## src/hw/rtl/lkvt_pkg.sv

```systemverilog
// ----------------------------------------------------------------------------
// Linear key-value table package
// Shared sizes, field types, action and status codes, and sequencer states.
// ----------------------------------------------------------------------------
package lkvt_pkg;

    // Table capacity and the widths that follow from it.
    localparam int CAPACITY = 16;
    localparam int IDX_W    = (CAPACITY > 1) ? $clog2(CAPACITY) : 1;
    localparam int CNT_W    = $clog2(CAPACITY + 1);

    // Fixed field widths.
    localparam int ACTION_W      = 2;
    localparam int KEY_W         = 32;
    localparam int VALUE_W       = 32;
    localparam int ENTRY_COUNT_W = 5;
    localparam int ENTRY_W       = KEY_W + VALUE_W;

    typedef logic [ACTION_W-1:0]      action_t;
    typedef logic [KEY_W-1:0]         key_t;
    typedef logic signed [VALUE_W-1:0] value_t;
    typedef logic [ENTRY_COUNT_W-1:0] entry_count_t;
    typedef logic [IDX_W-1:0]         idx_t;
    typedef logic [CNT_W-1:0]         cnt_t;

    // Action codes; the fourth code is a no-operation that still reports found.
    localparam action_t ACT_LOOKUP = 2'd0;
    localparam action_t ACT_INSERT = 2'd1;
    localparam action_t ACT_DELETE = 2'd2;

    // Result status codes.
    typedef enum logic [1:0] {
        STATUS_DONE   = 2'd0,
        STATUS_ABSENT = 2'd1,
        STATUS_DUP    = 2'd2,
        STATUS_FULL   = 2'd3
    } status_t;

    // Sequencer states.
    typedef enum logic [1:0] {
        ST_IDLE,
        ST_SEARCH,
        ST_SHIFT,
        ST_FINISH
    } state_t;

endpackage

```

## src/hw/rtl/lkvt_if.sv

```systemverilog
// ----------------------------------------------------------------------------
// Linear key-value table channels
// Valid/ready channels for requests, results and the miss value register.
// ----------------------------------------------------------------------------

// Request channel: one action on one key.
interface lkvt_req_if;
    import lkvt_pkg::*;

    logic    valid;
    logic    ready;
    action_t action;
    key_t    key;
    value_t  value;

    modport source (output valid, output action, output key, output value, input ready);
    modport sink   (input valid, input action, input key, input value, output ready);
endinterface

// Result channel: one result per request.
interface lkvt_rsp_if;
    import lkvt_pkg::*;

    logic         valid;
    logic         ready;
    value_t       read_value;
    logic         found;
    status_t      status;
    entry_count_t entry_count;

    modport source (output valid, output read_value, output found, output status,
                    output entry_count, input ready);
    modport sink   (input valid, input read_value, input found, input status,
                    input entry_count, output ready);
endinterface

// Configuration write channel for the miss value.
interface lkvt_cfg_if;
    import lkvt_pkg::*;

    logic   valid;
    logic   ready;
    value_t data;

    modport source (output valid, output data, input ready);
    modport sink   (input valid, input data, output ready);
endinterface

```

## src/hw/rtl/linear_key_value_table_core.sv

```systemverilog
// ----------------------------------------------------------------------------
// Linear key-value table core
// Packed table of key-value pairs with lookup, insert and delete by key.
// ----------------------------------------------------------------------------
//
//  Channel | Direction | Carries
//  --------+-----------+------------------------------------------------
//  cfg     | in        | miss value written into the register
//  req     | in        | action, key, value
//  rsp     | out       | read_value, found, status, entry_count
//
// The search reads the stored slots in order, back to back on the single read
// port, and a finish step then loads the result into the output register.
// The search stops at the matching slot. A delete then moves each pair above
// that slot down by one, one pair per cycle through the same port. The
// sequencer returns to idle before the next request is accepted.
// Reset clears the pair count and the miss value; RAM contents stay as they are.
// The result sits in an output register; a stalled result holds the finish
// step, while the next request is still accepted during the stall.
// ----------------------------------------------------------------------------
module linear_key_value_table_core (
    input  logic       clk,
    input  logic       rst_n,
    lkvt_cfg_if.sink   cfg,
    lkvt_req_if.sink   req,
    lkvt_rsp_if.source rsp
);
    import lkvt_pkg::*;

    // Sequencer and request registers.
    state_t  state_reg, state_next;
    action_t action_reg, action_next;
    key_t    key_reg, key_next;
    value_t  value_reg, value_next;
    idx_t    ptr_reg, ptr_next;
    logic    hit_reg, hit_next;
    value_t  hit_value_reg, hit_value_next;
    cnt_t    count_reg, count_next;
    value_t  miss_value_reg;

    // Output register.
    logic         rsp_valid_reg, rsp_valid_next;
    value_t       read_value_reg, read_value_next;
    logic         found_reg, found_next;
    status_t      status_reg, status_next;
    entry_count_t entry_count_reg, entry_count_next;

    // RAM ports.
    logic               ram_wr_en;
    idx_t               ram_wr_addr;
    logic [ENTRY_W-1:0] ram_wr_data;
    logic               ram_rd_en;
    idx_t               ram_rd_addr;
    logic [ENTRY_W-1:0] ram_rd_data;

    // Decoded RAM read data and walk conditions.
    key_t   rd_key;
    value_t rd_value;
    logic   key_match;
    logic   last_slot;
    logic   out_free;
    logic   req_fire;
    logic   finish_fire;

    assign rd_key      = ram_rd_data[ENTRY_W-1:VALUE_W];
    assign rd_value    = ram_rd_data[VALUE_W-1:0];
    assign key_match   = (rd_key == key_reg);
    assign last_slot   = ((CNT_W'(ptr_reg) + CNT_W'(1)) == count_reg);
    assign out_free    = !rsp_valid_reg || rsp.ready;
    assign req_fire    = req.valid && req.ready;
    assign finish_fire = (state_reg == ST_FINISH) && out_free;

    // Key and value share one entry of the RAM.
    lkvt_ram #(
        .WIDTH (ENTRY_W),
        .DEPTH (CAPACITY)
    ) u_store (
        .clk     (clk),
        .wr_en   (ram_wr_en),
        .wr_addr (ram_wr_addr),
        .wr_data (ram_wr_data),
        .rd_en   (ram_rd_en),
        .rd_addr (ram_rd_addr),
        .rd_data (ram_rd_data)
    );

    // Configuration register.
    assign cfg.ready = 1'b1;

    always_ff @(posedge clk or negedge rst_n)
    begin
        if (!rst_n)
        begin
            miss_value_reg <= '0;
        end
        else if (cfg.valid)
        begin
            miss_value_reg <= cfg.data;
        end
    end

    // Next state.
    always_comb
    begin
        state_next = state_reg;
        case (state_reg)
            ST_IDLE:
            begin
                if (req_fire)
                begin
                    state_next = (count_reg == '0) ? ST_FINISH : ST_SEARCH;
                end
            end
            ST_SEARCH:
            begin
                if (key_match)
                begin
                    state_next = (action_reg == ACT_DELETE && !last_slot) ? ST_SHIFT
                                                                          : ST_FINISH;
                end
                else if (last_slot)
                begin
                    state_next = ST_FINISH;
                end
            end
            ST_SHIFT:
            begin
                if (last_slot)
                begin
                    state_next = ST_FINISH;
                end
            end
            ST_FINISH:
            begin
                if (out_free)
                begin
                    state_next = ST_IDLE;
                end
            end
            default:
            begin
                state_next = ST_IDLE;
            end
        endcase
    end

    // Datapath next values: request capture, walk pointer, hit and result.
    always_comb
    begin
        action_next      = action_reg;
        key_next         = key_reg;
        value_next       = value_reg;
        ptr_next         = ptr_reg;
        hit_next         = hit_reg;
        hit_value_next   = hit_value_reg;
        count_next       = count_reg;
        read_value_next  = read_value_reg;
        found_next       = found_reg;
        status_next      = status_reg;
        entry_count_next = entry_count_reg;
        rsp_valid_next   = rsp_valid_reg && !rsp.ready;

        case (state_reg)
            ST_IDLE:
            begin
                if (req_fire)
                begin
                    action_next = req.action;
                    key_next    = req.key;
                    value_next  = req.value;
                    ptr_next    = '0;
                    hit_next    = 1'b0;
                end
            end
            ST_SEARCH:
            begin
                if (key_match)
                begin
                    hit_next       = 1'b1;
                    hit_value_next = rd_value;
                end
                if (!last_slot)
                begin
                    ptr_next = ptr_reg + idx_t'(1);
                end
            end
            ST_SHIFT:
            begin
                if (!last_slot)
                begin
                    ptr_next = ptr_reg + idx_t'(1);
                end
            end
            ST_FINISH:
            begin
                if (out_free)
                begin
                    read_value_next = '0;
                    found_next      = hit_reg;
                    status_next     = STATUS_DONE;
                    case (action_reg)
                        ACT_LOOKUP:
                        begin
                            if (hit_reg)
                            begin
                                read_value_next = hit_value_reg;
                            end
                            else
                            begin
                                read_value_next = miss_value_reg;
                                status_next     = STATUS_ABSENT;
                            end
                        end
                        ACT_INSERT:
                        begin
                            if (count_reg == CNT_W'(CAPACITY))
                            begin
                                status_next = STATUS_FULL;
                            end
                            else if (hit_reg)
                            begin
                                status_next = STATUS_DUP;
                            end
                            else
                            begin
                                count_next = count_reg + CNT_W'(1);
                            end
                        end
                        ACT_DELETE:
                        begin
                            if (hit_reg)
                            begin
                                count_next = count_reg - CNT_W'(1);
                            end
                            else
                            begin
                                status_next = STATUS_ABSENT;
                            end
                        end
                        default:
                        begin
                            status_next = STATUS_DONE;
                        end
                    endcase
                    entry_count_next = ENTRY_COUNT_W'(count_next);
                    rsp_valid_next   = 1'b1;
                end
            end
            default:
            begin
                ptr_next = '0;
            end
        endcase
    end

    // Outputs: handshake and RAM control.
    always_comb
    begin
        req.ready   = (state_reg == ST_IDLE);
        ram_rd_en   = 1'b0;
        ram_rd_addr = ptr_reg + idx_t'(1);
        ram_wr_en   = 1'b0;
        ram_wr_addr = ptr_reg - idx_t'(1);
        ram_wr_data = ram_rd_data;
        case (state_reg)
            ST_IDLE:
            begin
                // First slot is read as the request comes in.
                ram_rd_en   = req_fire && (count_reg != '0);
                ram_rd_addr = '0;
            end
            ST_SEARCH:
            begin
                ram_rd_en = !last_slot;
            end
            ST_SHIFT:
            begin
                // Move the slot just read one place down, read the next one.
                ram_rd_en = !last_slot;
                ram_wr_en = 1'b1;
            end
            ST_FINISH:
            begin
                // Append a new pair behind the last stored one.
                ram_wr_en   = out_free && (action_reg == ACT_INSERT) && !hit_reg
                              && (count_reg != CNT_W'(CAPACITY));
                ram_wr_addr = idx_t'(count_reg);
                ram_wr_data = {key_reg, value_reg};
            end
            default:
            begin
                ram_rd_en = 1'b0;
            end
        endcase
    end

    // Control registers.
    always_ff @(posedge clk or negedge rst_n)
    begin
        if (!rst_n)
        begin
            state_reg     <= ST_IDLE;
            count_reg     <= '0;
            rsp_valid_reg <= 1'b0;
        end
        else
        begin
            state_reg     <= state_next;
            count_reg     <= count_next;
            rsp_valid_reg <= rsp_valid_next;
        end
    end

    // Payload registers.
    always_ff @(posedge clk)
    begin
        action_reg      <= action_next;
        key_reg         <= key_next;
        value_reg       <= value_next;
        ptr_reg         <= ptr_next;
        hit_reg         <= hit_next;
        hit_value_reg   <= hit_value_next;
        read_value_reg  <= read_value_next;
        found_reg       <= found_next;
        status_reg      <= status_next;
        entry_count_reg <= entry_count_next;
    end

    // Result port.
    assign rsp.valid       = rsp_valid_reg;
    assign rsp.read_value  = read_value_reg;
    assign rsp.found       = found_reg;
    assign rsp.status      = status_reg;
    assign rsp.entry_count = entry_count_reg;

    // The pair count never exceeds the capacity.
    a_count_bound: assert property (
        @(posedge clk) disable iff (!rst_n)
        count_reg <= CNT_W'(CAPACITY)
    ) else $error("pair count above capacity");

    // The count only moves when a result is loaded.
    a_count_at_finish: assert property (
        @(posedge clk) disable iff (!rst_n)
        !$stable(count_reg) |-> $past(finish_fire)
    ) else $error("pair count changed outside the finish step");

    // Writes never go above the first free slot.
    a_write_in_range: assert property (
        @(posedge clk) disable iff (!rst_n)
        ram_wr_en |-> (CNT_W'(ram_wr_addr) <= count_reg)
    ) else $error("RAM write beyond the stored pairs");

    // The shift walk never reads and writes the same slot in one cycle.
    a_no_rw_collision: assert property (
        @(posedge clk) disable iff (!rst_n)
        (ram_rd_en && ram_wr_en) |-> (ram_rd_addr != ram_wr_addr)
    ) else $error("RAM read and write to the same slot");

endmodule

```

## src/hw/rtl/lkvt_ram.sv

```systemverilog
// ----------------------------------------------------------------------------
// Generic simple dual-port RAM
// One write port and one read port; the read data is registered.
// ----------------------------------------------------------------------------
module lkvt_ram #(
    parameter int WIDTH = 32,
    parameter int DEPTH = 16,
    localparam int ADDR_W = (DEPTH > 1) ? $clog2(DEPTH) : 1
) (
    input  logic              clk,
    input  logic              wr_en,
    input  logic [ADDR_W-1:0] wr_addr,
    input  logic [WIDTH-1:0]  wr_data,
    input  logic              rd_en,
    input  logic [ADDR_W-1:0] rd_addr,
    output logic [WIDTH-1:0]  rd_data
);

    logic [WIDTH-1:0] mem [DEPTH];

    // Write port.
    always_ff @(posedge clk)
    begin
        if (wr_en)
        begin
            mem[wr_addr] <= wr_data;
        end
    end

    // Registered read port.
    always_ff @(posedge clk)
    begin
        if (rd_en)
        begin
            rd_data <= mem[rd_addr];
        end
    end

endmodule
```

## src/flat_wrapper.sv

```systemverilog
// flat-port wrapper written by rule: the top's interface ports become plain ports
module linear_key_value_table_core_flat import lkvt_pkg::*;
  (clk, rst_n, cfg_valid, cfg_data, cfg_ready, req_valid, req_action, req_key, req_value, req_ready, rsp_valid, rsp_read_value, rsp_found, rsp_status, rsp_entry_count, rsp_ready);
  lkvt_cfg_if cfg_i ();
  lkvt_req_if req_i ();
  lkvt_rsp_if rsp_i ();
  input  logic clk;
  input  logic rst_n;
  input wire logic [$bits(cfg_i.valid)-1:0] cfg_valid;
  input wire logic [$bits(cfg_i.data)-1:0] cfg_data;
  output wire logic [$bits(cfg_i.ready)-1:0] cfg_ready;
  input wire logic [$bits(req_i.valid)-1:0] req_valid;
  input wire logic [$bits(req_i.action)-1:0] req_action;
  input wire logic [$bits(req_i.key)-1:0] req_key;
  input wire logic [$bits(req_i.value)-1:0] req_value;
  output wire logic [$bits(req_i.ready)-1:0] req_ready;
  output wire logic [$bits(rsp_i.valid)-1:0] rsp_valid;
  output wire logic [$bits(rsp_i.read_value)-1:0] rsp_read_value;
  output wire logic [$bits(rsp_i.found)-1:0] rsp_found;
  output wire logic [$bits(rsp_i.status)-1:0] rsp_status;
  output wire logic [$bits(rsp_i.entry_count)-1:0] rsp_entry_count;
  input wire logic [$bits(rsp_i.ready)-1:0] rsp_ready;
  assign cfg_i.valid = cfg_valid;
  assign cfg_i.data = cfg_data;
  assign cfg_ready = cfg_i.ready;
  assign req_i.valid = req_valid;
  assign req_i.action = req_action;
  assign req_i.key = req_key;
  assign req_i.value = req_value;
  assign req_ready = req_i.ready;
  assign rsp_valid = rsp_i.valid;
  assign rsp_read_value = rsp_i.read_value;
  assign rsp_found = rsp_i.found;
  assign rsp_status = rsp_i.status;
  assign rsp_entry_count = rsp_i.entry_count;
  assign rsp_i.ready = rsp_ready;
  linear_key_value_table_core u_core (.clk(clk), .rst_n(rst_n), .cfg(cfg_i), .req(req_i), .rsp(rsp_i));
endmodule
```

## config.mk

```make
export PLATFORM = sky130hd
export DESIGN_NAME = linear_key_value_table_core_flat
export DESIGN_NICKNAME = d
export VERILOG_FILES = /design/src/hw/rtl/lkvt_pkg.sv /design/src/hw/rtl/lkvt_if.sv /design/src/hw/rtl/linear_key_value_table_core.sv /design/src/hw/rtl/lkvt_ram.sv /design/src/flat_wrapper.sv
export SDC_FILE = /design/constraint.sdc
export NUM_CORES = 2
export LEC_CHECK = 0
export BUFFER_PORTS_ARGS = -buffer_cell sky130_fd_sc_hd__buf_2
export CELL_PAD_IN_SITES_DETAIL_PLACEMENT = 0
export CELL_PAD_IN_SITES_GLOBAL_PLACEMENT = 1
export CORE_MARGIN = 2
export CORE_UTILIZATION = 53
export CTS_CLUSTER_DIAMETER = 80
export CTS_CLUSTER_SIZE = 40
export DETAILED_ROUTE_END_ITERATION = 8
export PLACE_DENSITY_LB_ADDON = 0.15
export SETUP_SLACK_MARGIN = 0.15
export SLEW_MARGIN = 20
export SYNTH_ARGS = -nofsm -noshare
export SYNTH_HDL_FRONTEND = slang
export SYNTH_SLANG_ARGS = --single-unit
```

## constraint.sdc

```tcl
create_clock -name clk -period 8.68 [get_ports clk]
set_input_delay 0.434 -clock clk [delete_from_list [all_inputs] [get_ports clk]]
set_output_delay 0.434 -clock clk [all_outputs]
set_load 0.02 [all_outputs]
```

==> flow_metrics.py <==
metrics = {
    "clocking": {
        "cts_buffer_depth": 3,
        "clock-sinks": 1271,
        "cts_root_buffer": "clkbuf_16",
        "clock_latency_ns": 0.72,
        "cts_buffers": 52,
        "cts_resized": 0,
        "clk_pin_slew_worst_paths_ns": 0.13,
        "tritoncts": "built",
        "ctsHtreeMaxLevel": 2,
    },
    "critical_path": {
        "crit_fanout": 175,
        "crit_path_top_delay_cell": "buf_4",
        "crit_chain": "inv_1 -> ha_1 -> nand2b_4 -> buf_12 -> buf_4 -> a311oi_1 -> a311oi_1 -> a21oi_1",
        "cp.arrival_ns": 4.88,
        "r2r_start": "u_core.state_reg[0]",
        "critPathKind": "reg -> reg",
        "cp-end-kind": "flop",
        "worst_path_most_repeated_cell": "a311oi_1",
        "worstPathRequired_ns": 9.11,
        "cp-start-kind": "flop",
        "rrSetupSlack_ns": 4.23,
        "max_stage_delay_ns": 0.76,
        "rr_endpoint": "u_core.u_store.rd_data[28]",
        "reg2reg_depth": 8,
    },
    "synthesis": {
        "postSynthAreaPerCell_sq_um": 15.1,
        "synthCells": 3338,
        "synth_top_area_share": 0.731,
        "yosysWarnings": 0,
        "netlist_area_sq_um": 50500,
        "ys_ff_latch": 1271,
        "synth_common_cells": "edfxtp_1 (1231), nand2_1 (651), a311oi_1 (189), nor2b_1 (166), mux2i_1 (164)",
        "synthTopCellsByArea": "edfxtp_1 (73%), nand2_1 (4.8%), a311oi_1 (3.3%)",
        "synth_top_cell_by_area": "edfxtp_1",
        "async_reset_ff_frac": 0.0315,
        "synthFlopType": "edfxtp_1",
        "synth_nets": 3454,
        "yosys.cell_count.top_type": "edfxtp_1",
        "synth-edff-count": 1231,
        "post_synth_num_cell_types": 66,
        "synth_seq_area_share": 0.751,
    },
    "place": {
        "port_buffers": 144,
        "gp_congestion": 0.789,
        "hpwlAfterDp_microns": 61600,
        "post-place-ws_ns": 3.92,
        "postPlaceCellArea_sq_um": 52500,
    },
    "cells_and_area": {
        "seq_area_sq_um": 38000,
        "design_area_sq_um": 55500,
        "nets": 3576,
        "reg.largest.list": "u_core.u_store.mem: 1024 flops, u_core.u_store.rd_data: 64 flops",
        "area_growth_pct": 9.90,
        "multi_input_area_sq_um": 11700,
        "fill_cells": 7245,
        "drive_gt1_frac": 0.113,
        "diodes": 0,
        "largest_reg_flops": 1024,
        "top_register": "u_core.u_store.mem",
    },
    "floorplan": {
        "fp.dieW_microns": 313,
        "start_util": 0.533,
        "rows": 113,
        "core_region_area_sq_um": 94700,
        "dieArea_sq_um": 97800,
        "die_h_microns": 313,
        "io_pins": 146,
    },
    "drt": {
        "wl_per_cell_microns": 25.6,
        "drt_iter0_drc": 3038,
        "drt_pass1_iterations": 6,
        "via_per_inst": 6.02,
        "vias": 28700,
        "wirelength_microns": 122000,
        "drc": 0,
        "detail-route-antenna-nets": 0,
    },
    "sta": {
        "relSlewSlack": 0.139,
        "clock_skew_ns": 0.0617,
        "setup_viol": 0,
        "clock.fmax_ghz": 0.225,
        "fin_hold_ws_ns": 0.272,
        "finalSetupTns_ns": 0,
        "drv_slew": 0,
        "finalCriticalPeriod_ns": 4.45,
        "min_period_over_period": 0.513,
        "rsz0062_at_grt": "false",
        "fin_ws_ns": 4.23,
        "worst_pin_slew_ns": 1.29,
        "hold_viol": 0,
    },
    "global_routing": {
        "overflow": 0,
        "grt_pass1_vias": 27900,
        "use_met2": 0.400,
        "grt_max_degree": 199,
        "antenna_found_initial": 4,
        "use_met3": 0.0367,
        "grt_pass1_wl_microns": 181000,
        "grtUsageTotal": 0.248,
        "grtUsageMet1": 0.359,
        "grt.busiest_layer": "met2",
    },
    "power": {
        "powerDensity_nw_per_um2": 183,
        "peakVddDrop_uv": 154,
        "p_leak_nw": 15.6,
    },
    "outcome": {
        "status": "finished clean",
    },
    "flow_run": {
        "drv_cap": 0,
    },
    "worst_hold_path": {
        "hp-class": "in -> async",
    },
}
-- metrics by stage --
step / utilization / cells / total power (W)
2_1_floorplan: - / 3338 / 0.00680
3_3_place_gp: 0.555 / 4571 / 0.00684
3_5_place_dp: 0.555 / 4571 / 0.00684
4_1_cts: 0.586 / 4765 / 0.0102
5_1_grt: 0.586 / 4766 / 0.0104
6_report: 0.586 / 4766 / 0.0102
-- cell families after synthesis --
kind of cell,count (synthesis),synth area share
other,1,0.0000742
DFF,1271,0.751
AOI/OAI and AO/OA,490,0.0721
buffers and inverters,240,0.0200
and+or+nand+nor,1016,0.0897
xor gates and xnor gates,39,0.00755
muxes,268,0.0561
adders and majority gates,13,0.00322
-- critical path: cells and delay by family (launching register included) --
family          cells  cell delay (ns)
buf+inv             3             1.54
compound gates      3             0.69
fa+ha+maj           1             0.68
simple gates        1             0.57
flops               1             0.48
-- where the power goes --
group,internal (W),leakage [nW],switching [W]
Clock,0.00129,0.953,0.00213
Combinational,0.0000606,6.58,0.0000346
Sequential,0.00664,8.08,0.00000749
-- layout by cell type (no fill, tap or decap), types with 10 or more instances in the layout --
master and n:
a211oi_1 129, a21oi_1 71, a311oi_1 189, a31oi_1 66
buf_2 143, buf_4 45, clkbuf_16 53, dfrtp_1 40
dlygate4sd3_1 100, edfxtp_1 1231, ha_1 12, inv_1 11
inv_12 10, mux2_1 31, mux2_2 71, mux2i_1 164
nand2_1 651, nand3_1 130, nor2_4 18, nor2b_1 165
xnor2_1 34
-- how the worst max path moves through the flow --
stage,start,end,slack (ns)
3_5_place_dp,u_core.state_reg[0],u_core.u_store.mem[11][28],3.92
3_3_place_gp,u_core.state_reg[0],u_core.u_store.mem[11][29],3.94
5_1_grt,u_core.state_reg[0],u_core.u_store.rd_data[28],3.95
6_report,u_core.state_reg[0],u_core.u_store.rd_data[28],4.23
4_1_cts,u_core.state_reg[0],u_core.u_store.mem[11][33],3.92
2_1_floorplan,u_core.state_reg[0],u_core.u_store.rd_data[0],2.05
-- routing by layer --
layer / vias up / part of all wire
met2: 990 / 0.47
li1: 12900 / -
met3: 155 / 0.069
met4: 0 / 0.024
met1: 14600 / 0.43
met5: - / 0
-- what timing repair did --
action / in CTS / in global routing
hold buffers: 99 / 1
setup buffers: 0 / 0
hold endpoints to repair: 138 / 1
-- cell type report --
class,instances,area share
Inverter,12,0.000811
Timing Repair Buffer,296,0.0397
Multi-Input combinational cell,1827,0.211
Sequential cell,1271,0.684
Clock buffer,54,0.0239
Tap cell,1265,0.0285
Clock inverter,41,0.0120
Note: power is estimated with default switching activity, not from simulation.
